$ cat config.mk
export PLATFORM = sky130hd
export DESIGN_NAME = isc_cell
export DESIGN_NICKNAME = d
export VERILOG_FILES = /design/src/hdl/isc_pkg.sv /design/src/hdl/isc_cell.sv
export SDC_FILE = /design/constraint.sdc
export NUM_CORES = 1
export LEC_CHECK = 0
export ABC_AREA = 1
export BUFFER_PORTS_ARGS = -buffer_cell sky130_fd_sc_hd__buf_2
export CELL_PAD_IN_SITES_DETAIL_PLACEMENT = 1
export CELL_PAD_IN_SITES_GLOBAL_PLACEMENT = 1
export CORE_MARGIN = 10
export CORE_UTILIZATION = 31
export CTS_CLUSTER_DIAMETER = 200
export DETAILED_ROUTE_END_ITERATION = 6
export PLACE_DENSITY_LB_ADDON = 0.1
export SLEW_MARGIN = 40
export SYNTH_ARGS = -nofsm -noshare
export SYNTH_HDL_FRONTEND = slang
export SYNTH_SLANG_ARGS = --single-unit
$ cat constraint.sdc
create_clock -name clk -period 3.4 [get_ports clk]
set_clock_uncertainty 0.1 [all_clocks]
set_input_delay 0.17 -clock clk [delete_from_list [all_inputs] [get_ports clk]]
set_output_delay 0.17 -clock clk [all_outputs]
set_load 0.005 [all_outputs]
$ cat src/hdl/isc_pkg.sv
`default_nettype none

package isc_pkg;

    localparam int CAPACITY_DEF = 64;
    localparam int WORD_W       = 32;

    typedef logic signed [WORD_W-1:0] word_t;

    typedef struct packed {
        word_t value;
        logic  end_of_set;
    } in_item_t;

    typedef struct packed {
        word_t sorted_value;
        logic  final_res;
        logic  overflowed;
    } out_item_t;

    // per-cycle command broadcast to every cell
    typedef struct packed {
        logic load;
        logic shift;
    } cell_ctrl_t;

    typedef enum logic {
        ST_LOAD,
        ST_DRAIN
    } state_t;

endpackage

`default_nettype wire

$ cat src/hdl/isc_cell.sv
`default_nettype none

module isc_cell (
    input  wire                logic       clk,
    input  wire isc_pkg::cell_ctrl_t       ctrl,
    input  wire isc_pkg::word_t            value,
    input  wire                logic       occupied,
    input  wire isc_pkg::word_t            left_data,
    input  wire                logic       left_gt,
    input  wire isc_pkg::word_t            right_data,
    output      isc_pkg::word_t            data,
    output      logic                      gt
);

    isc_pkg::word_t data_reg;
    isc_pkg::word_t data_next;

    assign data = data_reg;

    // sorted list: gt is a run of ones from the insertion point up to the fill count
    assign gt = occupied && (value < data_reg);

    always_comb
    begin
        data_next = data_reg;
        if (ctrl.shift)
        begin
            data_next = right_data;
        end
        else if (ctrl.load && (gt || !occupied))
        begin
            data_next = left_gt ? left_data : value;
        end
    end

    always_ff @(posedge clk)
    begin
        data_reg <= data_next;
    end

endmodule

`default_nettype wire

-- Word-level counts from Yosys, hierarchy flattened
Cells that the tools add are included.
- register bits: 32
- bits of input ports: 101
- output and inout port bits: 33
- logic and storage cells: 10
- $lt $le $gt $ge: 1
- multiplexer cells: 3
- reductions and logical operators: 5
- operator list (operator ; number):
    $mux 32 ; 3
    $lt 32x32->1 ; 1
    $logic_and 1x1->1 ; 2
    $reduce_bool 2->1 ; 1
    $logic_not 1->1 ; 1
    $logic_or 1x1->1 ; 1

-- Depth between registers and ports, before layout
Gate-level depths: netlist of run 1.
- word-level depth: 6
- gate-level depth with buffers: 16
- gate-level depth less buffers: 16

-- Least setup slack after synthesis of run 1
Ideal clock, no wire load.
- kind: register to register
- start: reg data_reg[21] (netlist: data[21])
- end: reg data_reg[0] (netlist: data[0]), enable pin
- setup time: 0.390 ns
- arrival time: 2.077 ns
- data required time: 2.910 ns
- path slack: 0.833 ns
- stages on the path, launching flop included: 12
- buffers on the path: 0
- clock period less this slack: 2.567 ns
- cell sequence: edfxtp_1 -> inv_1 -> ha_1 -> a21oi_1 -> nor2_1 -> nor2_1 -> nand3_1 -> a21oi_2 -> nand3_1 -> nand3_2 -> nand2_1 -> nand2_1
- longest elaborated chain between the ends: 5
- ends and longest elaborated chain (item ; line ; source):
    start: declaration ; isc_cell.sv:15 ; isc_pkg::word_t data_reg;
    start signal: assignment ; isc_cell.sv:38 ; data_reg <= data_next;
    $lt 32x32->1 ; isc_cell.sv:21 ; assign gt = occupied && (value < data_reg);
    $logic_and 1x1->1 ; isc_cell.sv:21 ;
    $logic_or 1x1->1 ; isc_cell.sv:30 ; else if (ctrl.load && (gt || !occupied))
    $logic_and 1x1->1 ; isc_cell.sv:30 ;
    $reduce_bool 2->1 (no line) ; n/a ;
No other way between the ends.
A chain may end at the register's enable or synchronous reset.

-- Worst setup path after layout of run 1
- start: reg data_reg[5] (netlist: data[5])
- end: reg data_reg[18] (netlist: data[18]), enable pin
Same word-level chain as after synthesis.

==> results of run 1 <==
[how the worst max path moves through the flow]
stage                             from                 end  slack [ns]
floorplan           data[21]$_DFFE_PP_   data[0]$_DFFE_PP_        0.83
global placement    data[31]$_DFFE_PP_  data[12]$_DFFE_PP_        1.01
detailed placement  data[31]$_DFFE_PP_   data[7]$_DFFE_PP_        0.99
CTS                 data[31]$_DFFE_PP_  data[19]$_DFFE_PP_        0.96
global route        data[31]$_DFFE_PP_  data[18]$_DFFE_PP_        0.75
finish               data[5]$_DFFE_PP_  data[18]$_DFFE_PP_        0.99
[per-layer routing]
metal / part of all wire, % / track usage [%]
met4: 0.64 / 3.01
met1: 41 / 16.1
met3: 8.1 / 5.60
met5: 0 / 0
met2: 50 / 26.8
[cell families (layout without fill, tap and decap cells)]
kind of cell             Yosys count  after routing  share of synthesized area [%]
AND/OR/NAND/NOR                  112            112                           18.4
AO/OA/AOI/OAI                     85             85                           17.9
buffers and inverters             56            189                           8.73
flip-flops                        32             32                           39.2
adder cells (fa/ha/maj)           31             31                           15.8
other                              0              1                              0
[final cells by class]
type / count / share of cell area (%)
well taps: 102 / 3.83
flip-flops and latches: 32 / 28.9
clock buffers: 7 / 2.29
diodes: 1 / 0.0752
repair buffers: 139 / 21.7
multi-input cells: 228 / 38.3
inverters: 42 / 4.74
clock inverters: 1 / 0.113
[tightest hold or removal path: stages]
cell,delay [ns]
buf_2,0.08
nor2_1,0.03
a21oi_1,0.09
[stage by stage]
step | worst slack (ns) | utilization (%) | power (mW) | hold WS, ns
after global routing | 0.748 | 43.0 | 1.25 | 0.113
after global placement | 1.01 | 42.0 | 0.875 | 0.394
final | 0.990 | 43.1 | 1.15 | 0.0979
after floorplan | 0.833 | - | 0.708 | 0.300
after CTS | 0.965 | 43.0 | 1.18 | 0.0943
after detailed placement | 0.992 | 42.0 | 0.887 | 0.396
[power by group through the flow]
stage | Sequential, mW | Combinational, mW | Clock [mW]
floorplan | 0.521 | 0.187 | 0
CTS | 0.508 | 0.372 | 0.299
global route | 0.513 | 0.420 | 0.314
detailed placement | 0.517 | 0.370 | 0
finish | 0.508 | 0.362 | 0.286
global placement | 0.514 | 0.360 | 0
[layout by cell type, fill, tap and decap left out, types with 2 or more instances in the layout]
| cell type | count |
|---|---|
| a21oi_2 | 2 |
| buf_2 | 133 |
| clkbuf_1 | 2 |
| nand2_1 | 64 |
| a21oi_1 | 77 |
| nor3_2 | 2 |
| ha_1 | 31 |
| nor2_1 | 39 |
| edfxtp_1 | 32 |
| buf_4 | 5 |
| clkbuf_8 | 5 |
| o21ai_0 | 3 |
| nand3_1 | 3 |
| inv_1 | 41 |
==> results_dict.tcl, run 1 <==
set metrics [dict create \
    r2r-start "data[5]$_DFFE_PP_" \
    antenna_found_initial 1 \
    area_growth_pct 35.8 \
    yosysSeqAreaShare_pct 39.2 \
    final_area_sq_um 3330 \
    synthCells 316 \
    synth_top_area_share_pct 39.2 \
    drcViolationCount 0 \
    setup_violations 0 \
    synth_top_area_cell "edfxtp_1" \
    rsz0062_at_grt "false" \
    critical_path_buf_inv_count 2 \
    dieArea_sq_um 11900 \
    holdBufCountCts 0 \
    final_layout_size_suffix_gt1_share_pct 33.9 \
    p_int_mw 0.791 \
    synth_common_cells "a21oi_1, nand2_1, inv_1" \
    r2r_setup_slack_ns 0.99 \
    final_cells 552 \
    initial_core_util_pct 31.7 \
    critical_path_depth 14 \
    grt_use_total_pct 14.8 \
    grt_pass1_vias 2855 \
    synth-seq-cells 32 \
    hold_depth 3 \
    synth_nets 448 \
    clk_transition_reported_paths_ns 0.07 \
    reg2reg_to "data[18]$_DFFE_PP_" \
    status "finished, final reports clean" \
    synth_edf_count 32 \
    crit_path_top_delay_cell "edfxtp_1" \
    ant_nets 0 \
    die_y_um 109 \
    ir_drop_uv 125 \
    swShare_pct 31.5 \
    slew_headroom_pct 66.2 \
    period_minus_slack_ns 2.41 \
    drt_iter0_drc 35 \
    hp-class "in -> reg" \
    placedCellCount 543 \
    clock_path_buffers 2 \
    dpl.hpwl_um 7030 \
    syn_area_sq_um 2450 \
    worst_setup_path_start_kind "register" \
    yosysWarnings 0 \
    insertion_delay_ns 0.29 \
    required_ns 3.28 \
    crit_arrival_ns 2.29 \
    post_drt_wl_per_cell_um 16.1 \
    ys_types 20 \
    holdPathEnd "data[8]$_DFFE_PP_" \
    via_per_inst 4.68 \
    grt_max_degree 34 \
    nFillCells 1032 \
    ff2ff_path_depth 14 \
    final-hold-violation-count 0 \
    synth_area_leaders "edfxtp_1, ha_1, a21oi_1" \
    max_cap_violations 0 \
    synth_top_flop_cell "edfxtp_1" \
    io_buffer_count 133 \
    io_pins 134 \
    grt_pass1_wl_um 13900 \
    async_flop_share_pct 0 \
    cp_slowest_stage_delay_ns 0.38 \
    placed_area_sq_um 3250 \
    layout.nets 580 \
    seq_area_sq_um 961 \
    slew_violations 0 \
    cp_top_family "simple AND/OR/NAND/NOR gates" \
    synth_most_common_cell "a21oi_1" \
    crit_path_max_fanout 27 \
    postCtsSetupBuffers 0 \
    powerDensity_nw_per_um2 347 \
    place_congestion 0.769 \
    coreArea_sq_um 7730 \
    p_clk_share_pct 24.7 \
    synth_area_per_cell_sq_um 7.76 \
    vias 2584 \
    power_frac_comb_pct 31.3 \
    h-tree-depth 2 \
    multiInputGateArea_sq_um 1280 \
    drt-pass1-iter-count 4 \
    fin_setup_tns_ns 0 \
    crit_chain "inv_1 > ha_1 > a21oi_1 > nor2_1 > nor3_2 > nand2_1 > nand2_1 > nand2_1 > nand2_1 > nand3_1 > nand3_2 > nand2_1 > nand2_1 > buf_12" \
    end_kind "register" \
    path_class "reg -> reg" \
    ctsResizeCount 0 \
    cts_tree "built" \
    p_leak_nw 1.77 \
    numCtsBuffers 5 \
    largest_reg_flops 32 \
    std_cell_rows 32 \
    min_period_over_period_pct 70.9 \
    min_from "right_data[8]" \
    switching_power_mw 0.363 \
    root_buffer "clkbuf_8" \
    crit_path_frequent_cell "nand2_1" \
    overflow 0 \
    fmax_mhz 415 \
    tightest_slew_ns 0.507 \
    cts.sinks 32 \
    die_width_um 109 \
    seq_power_share_pct 43.9 \
    routed_wl_um 8910 \
]
Note: power is estimated with default switching activity, not from simulation.
==> run 2: changes to the inputs <==
ABC_AREA = 0   (was 1)
CORE_UTILIZATION = 32   (was 31)
clock period = 2.4 ns   (was 3.4 ns; I/O delays follow)
==> run 2 against run 1 <==
Compared with the run above: sequential power grew 44%; clock-buffer cell count decreased by 1; maximum frequency grew 0.85%; register-to-register slack got worse by 0.98 ns; combinational power increased by 69%; global-route usage down 0.82 points; synthesized cell count fell by 19%; critical endpoint is now data[0]$_DFFE_PP_.
==> results_dict.tcl, run 2 <==
set metrics [dict create \
    required_ns 2.33 \
    layout_commonest_cell "buf_2" \
    hp-class "in -> reg" \
    insertion_delay_ns 0.29 \
    io_buffer_count 133 \
    drt-pass1-iter-count 3 \
    die_width_um 108 \
    p_leak_nw 1.79 \
    final_layout_size_suffix_gt1_share_pct 42.8 \
    drcViolationCount 0 \
    h-tree-depth 2 \
    syn_area_sq_um 2460 \
    synth_top_area_cell "edfxtp_1" \
    clk_transition_reported_paths_ns 0.07 \
    place_ws_ns -0.190 \
    coreArea_sq_um 7370 \
    placedCellCount 484 \
    layout_common_cells "buf_2, nand2_1, o21ai_0" \
    holdBufCountCts 0 \
    holdPathEnd "data[11]$_DFFE_PP_" \
    ff2ff_path_depth 10 \
    die_y_um 108 \
    place_congestion 0.698 \
    synth_top_flop_cell "edfxtp_1" \
    fin_ws_ns 0.0107 \
    p_clk_share_pct 27.9 \
    min_period_over_period_pct 99.6 \
    gr-usage-met3_pct 5.69 \
    synth_common_cells "nand2_1, o21ai_0, edfxtp_1, inv_1, mux2i_1" \
    largest_reg_flops 32 \
    synthCells 257 \
    seq_power_share_pct 39.3 \
    io_pins 134 \
    hold_depth 3 \
    cts_tree "built" \
    cts.sinks 32 \
    placed_area_sq_um 3270 \
    clock_path_buffers 2 \
    area_growth_pct 43.6 \
    status "finished, final reports clean" \
    yosysSeqAreaShare_pct 39.1 \
    synth_most_common_cell "nand2_1" \
    synth_edf_count 32 \
    ys_types 27 \
    routed_wl_um 8370 \
    tightest_slew_ns 0.592 \
    r2r_setup_slack_ns 0.01 \
    dieArea_sq_um 11600 \
    grt_use_total_pct 14.0 \
    yosysWarnings 0 \
    path_class "reg -> reg" \
    ant_nets 0 \
    nFillCells 918 \
    crit_path_max_fanout 8 \
    setup_violations 0 \
    synth_area_leaders "edfxtp_1, ha_1, mux2i_1" \
    reg2reg_to "data[0]$_DFFE_PP_" \
    initial_core_util_pct 33.4 \
    grt_max_degree 38 \
    grt_pass1_vias 2679 \
    ir_drop_uv 196 \
    antenna_found_initial 1 \
    fmax_mhz 419 \
    async_flop_share_pct 0 \
    final_area_sq_um 3530 \
    grt_pass1_wl_um 13000 \
    met1_usage_pct 15.2 \
    synth-seq-cells 32 \
    worst_setup_path_start_kind "register" \
    rsz0062_at_grt "true" \
    drt_iter0_drc 46 \
    min_from "right_data[11]" \
    slew_violations 0 \
    post-route-util_pct 47.9 \
    vias 2365 \
    max_cap_violations 0 \
    synth_area_per_cell_sq_um 9.57 \
    synth_nets 389 \
    crit_start "data[21]$_DFFE_PP_" \
    fin_setup_tns_ns 0 \
    r2r-start "data[21]$_DFFE_PP_" \
    powerDensity_nw_per_um2 528 \
    root_buffer "clkbuf_8" \
    period_minus_slack_ns 2.39 \
    switching_power_mw 0.555 \
    layout.nets 531 \
    busiest_layer "met2" \
    final_cells 500 \
    slew_headroom_pct 60.5 \
    final-hold-violation-count 0 \
    swShare_pct 29.8 \
    power_frac_comb_pct 32.9 \
    post_drt_wl_per_cell_um 16.7 \
    fin_hold_ws_ns 0.00759 \
    p_int_mw 1.31 \
    overflow 0 \
    use_met2_pct 25.1 \
    dpl.hpwl_um 6730 \
    finalPower_mw 1.87 \
    std_cell_rows 31 \
    crit_arrival_ns 2.32 \
    end_kind "register" \
    via_per_inst 4.73 \
    numCtsBuffers 5 \
    synth_top_area_share_pct 39.1 \
]
## run 2: cell count changes in the layout (fill, tap and decap cells not counted), moves of 5 or more
cell	previous run	this run
a21oi_1	77	10
buf_4	5	10
inv_1	41	30
mux2i_1	0	32
nand2_1	64	40
nor2_1	39	3
o21ai_0	3	37
## run 2: layout make-up
| cell class | count | area [sq um] | share of cell area, % |
|---|---|---|---|
| well taps | 99 | 124 | 3.51 |
| flip-flops and latches | 32 | 961 | 27.2 |
| inverters | 32 | 120 | 3.40 |
| multi-input cells | 184 | 1450 | 41.0 |
| diodes | 1 | 2.50 | 0.0709 |
| repair buffers | 144 | 767 | 21.7 |
| clock buffers | 6 | 72.6 | 2.06 |
| clock inverters | 2 | 35.0 | 0.993 |
## run 2: how the worst max path moves through the flow
stage | to | slack, ns
after floorplan | data[0]$_DFFE_PP_ | 0.12
after global placement | data[11]$_DFFE_PP_ | -0.07
after detailed placement | data[6]$_DFFE_PP_ | -0.19
final | data[0]$_DFFE_PP_ | 0.01
after CTS | gt | -0.009
after global routing | data[28]$_DFFE_PP_ | -0.12
## run 2: power by group through the flow
| stage | Clock (mW) | Combinational, mW | Sequential (mW) |
|---|---|---|---|
| finish | 0.520 | 0.613 | 0.733 |
| CTS | 0.535 | 0.601 | 0.735 |
| detailed placement | 0 | 0.554 | 0.747 |
| global placement | 0 | 0.539 | 0.742 |
| floorplan | 0 | 0.279 | 0.753 |
| global route | 0.564 | 0.698 | 0.742 |
## run 2: kinds of logic (layout without fill, tap and decap cells)
kind of cell    after synthesis  in the layout  share of synthesized area (%)
simple gates                 55             55                           9.92
flops                        32             32                           39.1
fa+ha+maj                    31             31                           15.8
mux                          32             32                           13.0
buf+inv                      43            184                           6.72
other cells                   0              1                              0
compound gates               64             66                           15.5
## run 2: timing repair
action / in CTS / in global routing
endpoints found under the hold margin: 0 / 0
gates resized for setup: 11 / 6
setup endpoints to repair: 33 / 33
buffers inserted: 2 / 3
gates cloned: 2 / 0
pin swaps: 11 / 7
## run 2: critical path, stage by stage, from the launching register on
cell	delay, ns
edfxtp_1	0.40
inv_2	0.08
ha_4	0.19
a211oi_2	0.20
buf_4	0.14
o211ai_1	0.10
o211ai_2	0.13
buf_4	0.17
o22ai_4	0.09
buf_4	0.15
a211o_4	0.38
## run 2: per-layer routing
metal	up-vias	wire [um]	share of wire [%]
met4	0	51	0.61
met2	75	4190	50
met3	5	675	8.1
met1	1080	3450	41
met5	-	0	0
li1	1205	-	-
